**src/rtl/spq_pkg.sv**
```systemverilog
`timescale 1ns / 1ps
// ---------------------------------------------------------------------------
// spq_pkg: shared types and codes for the stable priority queue
// Operation and status codes, the entry type and the cell control word.
// ---------------------------------------------------------------------------
package spq_pkg;

	localparam int CAPACITY_DEF = 16;

	localparam int FUNC_W   = 2;
	localparam int PAYLOAD_W = 32;
	localparam int PRIO_W   = 16;
	localparam int STATUS_W = 2;
	localparam int COUNT_W  = 5;

	// operation codes (code 3 is a no-op)
	localparam logic [FUNC_W-1:0] OP_INSERT = 2'd0;
	localparam logic [FUNC_W-1:0] OP_SERVE  = 2'd1;
	localparam logic [FUNC_W-1:0] OP_PEEK   = 2'd2;

	// status codes
	localparam logic [STATUS_W-1:0] ST_OK    = 2'd0;
	localparam logic [STATUS_W-1:0] ST_EMPTY = 2'd1;
	localparam logic [STATUS_W-1:0] ST_FULL  = 2'd2;

	typedef struct packed {
		logic [PAYLOAD_W-1:0]     payload;
		logic signed [PRIO_W-1:0] prio;
	} entry_t;

	// what every cell of the chain does this cycle
	typedef enum logic [1:0] {
		SH_HOLD,
		SH_INSERT,
		SH_SERVE
	} shift_op_t;

	typedef struct packed {
		shift_op_t op;
		entry_t    new_entry;
	} cell_ctrl_t;

endpackage

```
**src/rtl/spq_if.sv**
```systemverilog
`timescale 1ns / 1ps
// ---------------------------------------------------------------------------
// spq_req_if / spq_rsp_if: valid-ready channels of the priority queue
// Request carries one operation, response carries its result.
// ---------------------------------------------------------------------------
interface spq_req_if import spq_pkg::*; ();
	logic                     valid;
	logic                     ready;
	logic [FUNC_W-1:0]        func;
	logic [PAYLOAD_W-1:0]     payload;
	logic signed [PRIO_W-1:0] priority_req;

	modport source (output valid, func, payload, priority_req, input ready);
	modport sink   (input valid, func, payload, priority_req, output ready);
endinterface

interface spq_rsp_if import spq_pkg::*; ();
	logic                     valid;
	logic                     ready;
	logic [STATUS_W-1:0]      status;
	logic [PAYLOAD_W-1:0]     head_payload;
	logic signed [PRIO_W-1:0] head_priority;
	logic [COUNT_W-1:0]       entry_count;

	modport source (output valid, status, head_payload, head_priority, entry_count,
		input ready);
	modport sink   (input valid, status, head_payload, head_priority, entry_count,
		output ready);
endinterface

```
**src/rtl/stable_priority_queue.sv**
```systemverilog
`timescale 1ns / 1ps
// ---------------------------------------------------------------------------
// stable_priority_queue: bounded sorted priority queue, FIFO among equals
// A chain of CAPACITY cells keeps entries sorted with the head in cell 0.
// ---------------------------------------------------------------------------
// A result is registered and valid in the cycle after its request transaction.
// Throughput: one operation per cycle while the response is taken; every cell
//   compares and shifts in the same cycle, so the chain's update sets the rate.
// A stalled response holds the request side through the output register.
// Reset clears the entry count and the response valid; cell contents stay
//   undefined and are never reported before they are written.
module stable_priority_queue import spq_pkg::*; #(
	parameter int CAPACITY = CAPACITY_DEF
) (
	input  logic            clk,
	input  logic            arst_n,
	spq_req_if.sink         req,
	spq_rsp_if.source       rsp
);

	localparam int CNT_W = $clog2(CAPACITY + 1);

	logic [CNT_W-1:0]          count_q;
	logic [CNT_W-1:0]          count_d;
	logic                      rsp_valid_q;
	logic [STATUS_W-1:0]       status_q;
	logic [STATUS_W-1:0]       status_d;
	entry_t                    head_q;
	entry_t                    head_d;
	logic [COUNT_W-1:0]        entry_count_q;
	logic                      accept;
	logic                      full;
	logic                      empty;
	cell_ctrl_t                ctrl;

	entry_t                    cell_entry [CAPACITY];
	logic   [CAPACITY-1:0]     cell_keep;

	assign full   = (count_q == CNT_W'(CAPACITY));
	assign empty  = (count_q == '0);
	assign req.ready = !rsp_valid_q || rsp.ready;
	assign accept = req.valid && req.ready;

	// decode the transaction into a chain command
	always_comb begin
		ctrl.new_entry.payload = req.payload;
		ctrl.new_entry.prio    = req.priority_req;
		ctrl.op  = SH_HOLD;
		count_d  = count_q;
		status_d = ST_OK;
		head_d   = '0;
		if (accept) begin
			unique case (req.func)
				OP_INSERT: begin
					if (full) begin
						status_d = ST_FULL;
					end else begin
						ctrl.op = SH_INSERT;
						count_d = count_q + CNT_W'(1);
					end
				end
				OP_SERVE, OP_PEEK: begin
					if (empty) begin
						status_d = ST_EMPTY;
					end else begin
						head_d = cell_entry[0];
						if (req.func == OP_SERVE) begin
							ctrl.op = SH_SERVE;
							count_d = count_q - CNT_W'(1);
						end
					end
				end
				default: ;
			endcase
		end
	end

	// build the cell chain
	for (genvar i = 0; i < CAPACITY; i++) begin : g_cell
		entry_t left_e;
		entry_t right_e;
		logic   left_k;
		logic   occ;

		assign occ = (CNT_W'(i) < count_q);

		if (i == 0) begin : g_first
			assign left_e = ctrl.new_entry;
			assign left_k = 1'b1;
		end else begin : g_mid
			assign left_e = cell_entry[i-1];
			assign left_k = cell_keep[i-1];
		end

		if (i == CAPACITY - 1) begin : g_last
			assign right_e = cell_entry[i];
		end else begin : g_inner
			assign right_e = cell_entry[i+1];
		end

		spq_cell u_cell (
			.clk         (clk),
			.ctrl        (ctrl),
			.occupied    (occ),
			.left_entry  (left_e),
			.left_keep   (left_k),
			.right_entry (right_e),
			.entry       (cell_entry[i]),
			.keep        (cell_keep[i])
		);
	end

	// advance count and response valid
	always_ff @(posedge clk or negedge arst_n) begin
		if (!arst_n) begin
			count_q     <= '0;
			rsp_valid_q <= 1'b0;
		end else begin
			count_q <= count_d;
			if (accept)
				rsp_valid_q <= 1'b1;
			else if (rsp.ready)
				rsp_valid_q <= 1'b0;
		end
	end

	// hold the response payload until taken
	always_ff @(posedge clk) begin
		if (accept) begin
			status_q      <= status_d;
			head_q        <= head_d;
			entry_count_q <= COUNT_W'(count_d);
		end
	end

	assign rsp.valid         = rsp_valid_q;
	assign rsp.status        = status_q;
	assign rsp.head_payload  = head_q.payload;
	assign rsp.head_priority = head_q.prio;
	assign rsp.entry_count   = entry_count_q;

	// checks
	a_count_bound: assert property (@(posedge clk) disable iff (!arst_n)
		count_q <= CNT_W'(CAPACITY))
		else $error("entry count above capacity");

	a_full_flag: assert property (@(posedge clk) disable iff (!arst_n)
		accept && req.func == OP_INSERT && full |=> rsp_valid_q && status_q == ST_FULL)
		else $error("insert into full queue not flagged");

	a_serve_dec: assert property (@(posedge clk) disable iff (!arst_n)
		accept && req.func == OP_SERVE && !empty |=> count_q == $past(count_q) - CNT_W'(1))
		else $error("serve did not remove an entry");

	a_empty_peek: assert property (@(posedge clk) disable iff (!arst_n)
		accept && req.func == OP_PEEK && empty |=> status_q == ST_EMPTY && head_q == '0)
		else $error("peek of empty queue misreported");

endmodule

```
**src/rtl/spq_cell.sv**
```systemverilog
`timescale 1ns / 1ps
// ---------------------------------------------------------------------------
// spq_cell: one slot of the sorted register chain
// Holds one entry, compares it against an incoming insert and shifts
// toward the tail on insert or toward the head on serve.
// ---------------------------------------------------------------------------
module spq_cell import spq_pkg::*; (
	input  logic       clk,
	input  cell_ctrl_t ctrl,
	input  logic       occupied,
	input  entry_t     left_entry,
	input  logic       left_keep,
	input  entry_t     right_entry,
	output entry_t     entry,
	output logic       keep
);

	entry_t entry_q;
	entry_t entry_d;

	// stay in place when held entry ranks at or above the new one
	assign keep = occupied && (entry_q.prio >= ctrl.new_entry.prio);

	// pick next contents
	always_comb begin
		case (ctrl.op)
			SH_INSERT: begin
				if (keep)
					entry_d = entry_q;
				else if (left_keep)
					entry_d = ctrl.new_entry;
				else
					entry_d = left_entry;
			end
			SH_SERVE: entry_d = right_entry;
			default:  entry_d = entry_q;
		endcase
	end

	always_ff @(posedge clk) begin
		entry_q <= entry_d;
	end

	assign entry = entry_q;

endmodule

```
**src/flat_wrapper.sv**
```systemverilog
// flat-port wrapper written by rule: the top's interface ports become plain ports
module stable_priority_queue_flat import spq_pkg::*;
#(
	parameter int CAPACITY = CAPACITY_DEF
)
  (clk, arst_n, req_valid, req_func, req_payload, req_priority_req, req_ready, rsp_valid, rsp_status, rsp_head_payload, rsp_head_priority, rsp_entry_count, rsp_ready);
  spq_req_if req_i ();
  spq_rsp_if rsp_i ();
  input  logic clk;
  input  logic arst_n;
  input wire logic [$bits(req_i.valid)-1:0] req_valid;
  input wire logic [$bits(req_i.func)-1:0] req_func;
  input wire logic [$bits(req_i.payload)-1:0] req_payload;
  input wire logic [$bits(req_i.priority_req)-1:0] req_priority_req;
  output wire logic [$bits(req_i.ready)-1:0] req_ready;
  output wire logic [$bits(rsp_i.valid)-1:0] rsp_valid;
  output wire logic [$bits(rsp_i.status)-1:0] rsp_status;
  output wire logic [$bits(rsp_i.head_payload)-1:0] rsp_head_payload;
  output wire logic [$bits(rsp_i.head_priority)-1:0] rsp_head_priority;
  output wire logic [$bits(rsp_i.entry_count)-1:0] rsp_entry_count;
  input wire logic [$bits(rsp_i.ready)-1:0] rsp_ready;
  assign req_i.valid = req_valid;
  assign req_i.func = req_func;
  assign req_i.payload = req_payload;
  assign req_i.priority_req = req_priority_req;
  assign req_ready = req_i.ready;
  assign rsp_valid = rsp_i.valid;
  assign rsp_status = rsp_i.status;
  assign rsp_head_payload = rsp_i.head_payload;
  assign rsp_head_priority = rsp_i.head_priority;
  assign rsp_entry_count = rsp_i.entry_count;
  assign rsp_i.ready = rsp_ready;
  stable_priority_queue #(.CAPACITY(CAPACITY)) u_core (.clk(clk), .arst_n(arst_n), .req(req_i), .rsp(rsp_i));
endmodule
```
**config.mk**
```make
export PLATFORM = sky130hd
export DESIGN_NAME = stable_priority_queue_flat
export DESIGN_NICKNAME = d
export VERILOG_FILES = /design/src/rtl/spq_pkg.sv /design/src/rtl/spq_if.sv /design/src/rtl/stable_priority_queue.sv /design/src/rtl/spq_cell.sv /design/src/flat_wrapper.sv
export SDC_FILE = /design/constraint.sdc
export NUM_CORES = 2
export LEC_CHECK = 0
export BUFFER_PORTS_ARGS = -buffer_cell sky130_fd_sc_hd__buf_2
export CAP_MARGIN = 0
export CORE_MARGIN = 1.5
export CORE_UTILIZATION = 45
export DETAILED_ROUTE_END_ITERATION = 12
export GPL_ROUTABILITY_DRIVEN = 0
export PLACE_DENSITY = 0.7
export SLEW_MARGIN = 20
export SYNTH_ARGS = -nofsm -noshare
export SYNTH_HDL_FRONTEND = slang
export SYNTH_SLANG_ARGS = --single-unit
```
**constraint.sdc**
```tcl
create_clock -name clk -period 10.2 [get_ports clk]
set_clock_uncertainty 0.15 [all_clocks]
set_input_delay 2.04 -clock clk [delete_from_list [all_inputs] [get_ports clk]]
set_output_delay 2.04 -clock clk [all_outputs]
set_load 0.005 [all_outputs]
```
# Yosys cells after proc, flatten, opt, wreduce, memory -nomap -nowiden
# Cells that the tools add are included.
[classes]
add_sub_neg = 2
order_cmp = 32
n_eq_ne = 20
mux = 60
bitwise_logic = 2
n_reduce_logical = 41
[ops]
columns = ["operator", "count"]
rows = [
  ["48-bit 2-to-1 mux", 30],
  ["48-bit one-hot mux with 2 select lines", 15],
  ["16-bit >= comparator", 16],
  ["4-bit by 5-bit < comparator with 1-bit output (first input constant)", 8],
  ["2-bit AND reduction", 16],
  ["2-bit != test (second input constant)", 15],
  ["3-bit by 5-bit < comparator with 1-bit output (first input constant)", 4],
  ["5-bit 2-to-1 mux", 4],
  ["1-bit logical AND", 17],
  ["1-bit by 5-bit < comparator with 1-bit output (first input constant)", 2],
  ["2-bit by 5-bit < comparator with 1-bit output (first input constant)", 2],
  ["5-bit one-hot mux with 2 select lines", 1],
  ["2-bit 2-to-1 mux", 4],
  ["2-bit one-hot mux with 2 select lines", 2],
  ["5-bit by 1-bit adder with 5-bit output (second input constant)", 1],
  ["5-bit == test (second input constant)", 1],
  ["5-bit zero test", 1],
  ["5-bit by 1-bit subtractor with 5-bit output (second input constant)", 1],
  ["2-bit by 1-bit == test with 1-bit output (second input constant)", 2],
  ["2-bit == test (second input constant)", 2],
  ["1-bit 2-to-1 mux", 4],
  ["2-bit nonzero test", 2],
  ["2-bit OR reduction", 2],
  ["2-bit zero test", 1],
  ["3 further kinds", 4],
]
[totals]
regBits = 829
out_inout_bits = 57
wordCells = 195

# Logic depth before layout (Yosys ltp)
[depth]
word_depth = 8
mapped_depth = 13

# Modules after synthesis
# A second synthesis with hierarchy kept.
[hier_totals]
cells_unflattened = 4604
area_unflattened_um2 = 48916.9
[by_module_without_submodules]
columns = ["module", "instances", "cells_each", "area_each_um2", "seq_area_each_um2"]
rows = [
  ["spq_cell (u_core.g_cell[0].u_cell ...)", 10, 271, 2866.5, 1441.4],
  ["spq_cell (u_core.g_cell[5].u_cell ...)", 5, 280, 2920.3, 1441.4],
  ["spq_cell (u_core.g_cell[12].u_cell)", 1, 281, 2926.6, 1441.4],
  ["stable_priority_queue", 1, 213, 2723.9, 1801.7],
]

# Worst setup path before layout
# Ideal clock, no wire load.
[synth_timing]
kind = "in2reg"
startpoint = "input req_priority_req[15]"
endpoint = "register u_core.g_cell[12].u_cell.entry_q, in the netlist u_core.g_cell[12].u_cell.entry[0], enable pin"
setup_time_ps = 520
arrival_ps = 7814
t_required_ps = 9530
setup_slack_ps = 1716
cell_stages = 12
path_cell_list = "clkbuf_1 -> inv_1 -> ha_1 -> nand4_1 -> nor4_1 -> a21boi_1 -> or4_1 -> a31oi_2 -> inv_2 -> buf_2 -> buf_2 -> o21ai_0"
[synth_via]
elab_chain_len = 4
[synth_rtl]
columns = ["element", "line", "rtl"]
rows = [
  ["from (decl)", "flat_wrapper.sv:14", "input wire logic [$bits(req_i.priority_req)-1:0] req_priority_req;"],
  ["16-bit >= comparator", "spq_cell.sv:22", "assign keep = occupied && (entry_q.prio >= ctrl.new_entry.prio);"],
  ["1-bit logical AND", "spq_cell.sv:22", ""],
  ["2-bit != test (no source line)", "-", ""],
  ["2-bit AND reduction (no source line)", "-", ""],
  ["to (signal assigned)", "spq_cell.sv:41", "entry_q <= entry_d;"],
  ["to (decl)", "spq_cell.sv:18", "entry_t entry_q;"],
]
# No other way between the ends.
# A chain may end at the register's enable or synchronous reset.

==> flow_summary.json <==
{
  "first_pass_grt_wire_length_um": 222000,
  "totalWireLength_um": 153000,
  "fill_cells": 9063,
  "cellPowerDensity_nw_per_um2": 230,
  "crit_required_ps": 10430,
  "cts_hold_buf": 0,
  "wl_per_cell_um": 28.0,
  "global_route.usage.total_pct": 27.9,
  "placed_cell_area_um2": 48000,
  "design.portCount": 111,
  "synth_ff_type": "sky130_fd_sc_hd__edfxtp_1",
  "worst_setup_hold_path_clk_slew_ps": 70,
  "slew_headroom_pct": 25.4,
  "worst-path-max-fanout": 32,
  "timing_max_transition_violations_final": 0,
  "p_int_uw": 7590,
  "clock_insertion_delay_worst_skew_ps": 690,
  "hold_viol": 0,
  "synth_top_cell_area_share_pct": 53.1,
  "outcome": "completed",
  "worst_slew_pin_slew_ps": 1110,
  "wl_met2_um": 68500,
  "inserted_clock_buffers": 91,
  "post_cts.repair.setup_buffers": 0,
  "finalSetupTns_ps": 0,
  "met3RoutedLength_um": 16300,
  "die-area_um2": 105000,
  "grt_setup_unrepaired": "no",
  "io_buffer_count": 110,
  "cp-end-kind": "flip-flop",
  "p_sw_share_pct": 35.1,
  "vdd_ir_drop_max_mv": 0.145,
  "worstSetupStartpointType": "input pin",
  "gate_power_share_pct": 32.3,
  "drt_first_pass_iters": 8,
  "grt_antenna_before_repair": 12,
  "worst_hold_path_type": "reg -> reg",
  "seq_area_frac_synth_pct": 53.4,
  "final_layout_size_suffix_gt1_share_pct": 9.93,
  "totalPowerFinal_uw": 11700,
  "chipHeight_um": 325,
  "largest_buffer_count_on_any_clock_path": 3,
  "synth.cell_area_um2": 46500,
  "core-area_um2": 102000,
  "grt_pass1_vias": 33400,
  "remaining_drc_errors": 0,
  "rr_worst_depth": 10,
  "route.antenna.remaining_nets": 0,
  "start_util_pct": 45.5,
  "grt_max_degree": 179,
  "total_number_of_vias": 36100,
  "synth.yosys.warnings": 0,
  "synth-seq-cells": 829,
  "share_seq_of_total_power_pct": 40.4,
  "finalCriticalPeriod_ps": 6030,
  "cts.repair.resized": 0,
  "hpwlAfterDp_um": 91700,
  "switching_power_uw": 4110,
  "synth_nets": 4430,
  "via_per_inst": 6.61,
  "power_frac_clock_pct": 27.3,
  "setup-violations-final": 0,
  "grt_overflow_total": 0,
  "detail_route.iter0.violations": 5410,
  "area_growth_pct": 9.16,
  "cts_root_buf": "sky130_fd_sc_hd__clkbuf_16",
  "detail_route.wirelength.met1_um": 61700,
  "synth.top_cells.by_area": "sky130_fd_sc_hd__edfxtp_1, sky130_fd_sc_hd__a221o_1, sky130_fd_sc_hd__ha_1, sky130_fd_sc_hd__mux2i_1, sky130_fd_sc_hd__a21oi_1",
  "synthDistinctLibCells": 74,
  "chipWidth_um": 325,
  "cts_tree": "done",
  "max_clock_freq_mhz": 166,
  "worst-setup-path-type": "in -> reg",
  "synthesis.area_per_instance_um2": 11.3,
  "count_of_flip_flops_with_a_built_in_enable_after_synthesis": 823,
  "layout_worst_path_cycle_share_pct": 59.1,
  "htree_levels": 3,
  "fin_ws_ps": 4170,
  "leakagePower_uw": 0.0202,
  "end_of_flow_core_utilization_pct": 49.7,
  "dpl_worst_slack_ps": 3620,
  "route.top_layer_used": "met5",
  "maximum_capacitance_violations": 0,
  "synthDominantAreaCellType": "sky130_fd_sc_hd__edfxtp_1",
  "critPathArrivalTime_ps": 6270,
  "num_rows": 117,
  "postSynthCellCount": 4114,
  "nets": 4332,
  "postLayoutCellArea_um2": 50800,
  "tritoncts_num_sinks": 829,
  "worst_hold_path.num_cells": 2,
  "async_flop_share_pct": 0.724
}
-- per-stage QoR --
stage / instances / hold WS (ps)
global placement: 5289 / 359
finish: 5460 / 394
floorplan: 4114 / 370
CTS: 5456 / 395
global route: 5459 / 421
detailed placement: 5290 / 377
-- flip-flops by register name, summed over array words and instances (netlist names) --
register,flops
u_core.rsp.valid,1
u_core.rsp.head_payload,32
u_core.rsp.entry_count,5
u_core.count_q,5
u_core.rsp.head_priority,16
u_core.rsp.status,2
u_core.g_cell.u_cell.entry,768
-- power groups by stage --
stage	clock network [uW]	registers (uW)	logic, uW
3_5_place_dp	0	4770	3670
4_1_cts	3210	4710	3680
5_1_grt	3330	4750	3990
6_report	3190	4730	3780
2_1_floorplan	0	4670	2600
3_3_place_gp	0	4770	3570
-- path summary, 6_finish.rpt --
kind                                       from                            endpoint  slack (ps)
max                        req_priority_req[11]  u_core.g_cell[14].u_cell.entry[37]        4170
min                            u_core.rsp.valid                    u_core.rsp.valid         390
min in group asynchronous                arst_n                    u_core.rsp.valid        1030
min reg2reg                    u_core.rsp.valid                    u_core.rsp.valid         390
max reg2reg                   u_core.count_q[1]   u_core.g_cell[10].u_cell.entry[0]        5110
max in group asynchronous                arst_n                   u_core.count_q[3]        8700
-- Yosys cell counts (48+ instances only) --
cell	count
sky130_fd_sc_hd__ha_1	262
sky130_fd_sc_hd__nand2_1	278
sky130_fd_sc_hd__a221o_1	333
sky130_fd_sc_hd__clkbuf_1	167
sky130_fd_sc_hd__and3_1	145
sky130_fd_sc_hd__a21oi_1	520
sky130_fd_sc_hd__a21o_1	81
sky130_fd_sc_hd__nand4_1	52
sky130_fd_sc_hd__buf_2	131
sky130_fd_sc_hd__edfxtp_1	823
sky130_fd_sc_hd__and2_1	84
sky130_fd_sc_hd__mux2i_1	287
sky130_fd_sc_hd__nor2_1	524
sky130_fd_sc_hd__mux2_2	48
-- area by class of cell --
cell class	count	area (um2)	share of cell area (%)
tap	1368	1710	3.37
multi-input combinational	2867	20100	39.6
sequential	829	24900	49.0
clock buffer	117	2440	4.80
clock inverter	49	343	0.675
timing repair buffer	183	1160	2.29
inverter	44	166	0.328
antenna	3	7.51	0.0148
-- critical path, stage by stage --
cell                       delay [ps]
sky130_fd_sc_hd__buf_2            210
sky130_fd_sc_hd__inv_1            380
sky130_fd_sc_hd__ha_1             470
sky130_fd_sc_hd__nand4_1          340
sky130_fd_sc_hd__nor3_1           450
sky130_fd_sc_hd__o31ai_1          230
sky130_fd_sc_hd__a311oi_4         490
sky130_fd_sc_hd__buf_4            470
sky130_fd_sc_hd__buf_4            750
sky130_fd_sc_hd__mux2i_1          270
sky130_fd_sc_hd__a21oi_1          100
-- kinds of logic after synthesis --
family / synth area share [%]
XOR/XNOR: 0.0188
adder cells (fa/ha/maj): 7.05
AND/OR/NAND/NOR: 11.6
buffers and inverters: 4.05
multiplexers: 7.34
flip-flops: 53.4
AO/OA/AOI/OAI: 16.5
-- layout by cell type, fill, tap and decap left out, types with 6 or more instances in the layout --
cell type,Yosys,routed
sky130_fd_sc_hd__edfxtp_1,823,823
sky130_fd_sc_hd__nor2_1,524,523
sky130_fd_sc_hd__a21oi_1,520,518
sky130_fd_sc_hd__a221o_1,333,333
sky130_fd_sc_hd__mux2i_1,287,287
sky130_fd_sc_hd__nand2_1,278,277
sky130_fd_sc_hd__ha_1,262,262
sky130_fd_sc_hd__and3_1,145,144
sky130_fd_sc_hd__buf_2,131,110
sky130_fd_sc_hd__clkbuf_16,0,94
sky130_fd_sc_hd__and2_1,84,84
sky130_fd_sc_hd__a21o_1,81,81
sky130_fd_sc_hd__buf_4,8,69
sky130_fd_sc_hd__nand4_1,52,52
sky130_fd_sc_hd__mux2_2,48,48
sky130_fd_sc_hd__inv_1,43,41
sky130_fd_sc_hd__o21ai_0,44,32
sky130_fd_sc_hd__nand3_1,25,24
sky130_fd_sc_hd__clkbuf_1,167,23
sky130_fd_sc_hd__nor3_1,19,19
sky130_fd_sc_hd__clkinv_1,0,18
sky130_fd_sc_hd__nor2b_1,17,16
sky130_fd_sc_hd__nand2b_1,15,15
sky130_fd_sc_hd__clkinv_2,0,15
sky130_fd_sc_hd__o211ai_1,15,15
sky130_fd_sc_hd__o21ai_4,0,14
sky130_fd_sc_hd__o21a_1,11,10
sky130_fd_sc_hd__a211oi_1,10,9
sky130_fd_sc_hd__a31oi_1,6,6
sky130_fd_sc_hd__clkinvlp_4,0,6
sky130_fd_sc_hd__dfrtp_1,6,6
-- layer usage --
| metal | vias up | global-route usage, % |
|---|---|---|
| met3 | 419 | 4.68 |
| met2 | 2483 | 42.8 |
| met1 | 17700 | 39.1 |
| li1 | 15500 | - |
| met4 | 4 | 12.1 |
| met5 | - | 0 |
Power figures use the tool's default switching activity.
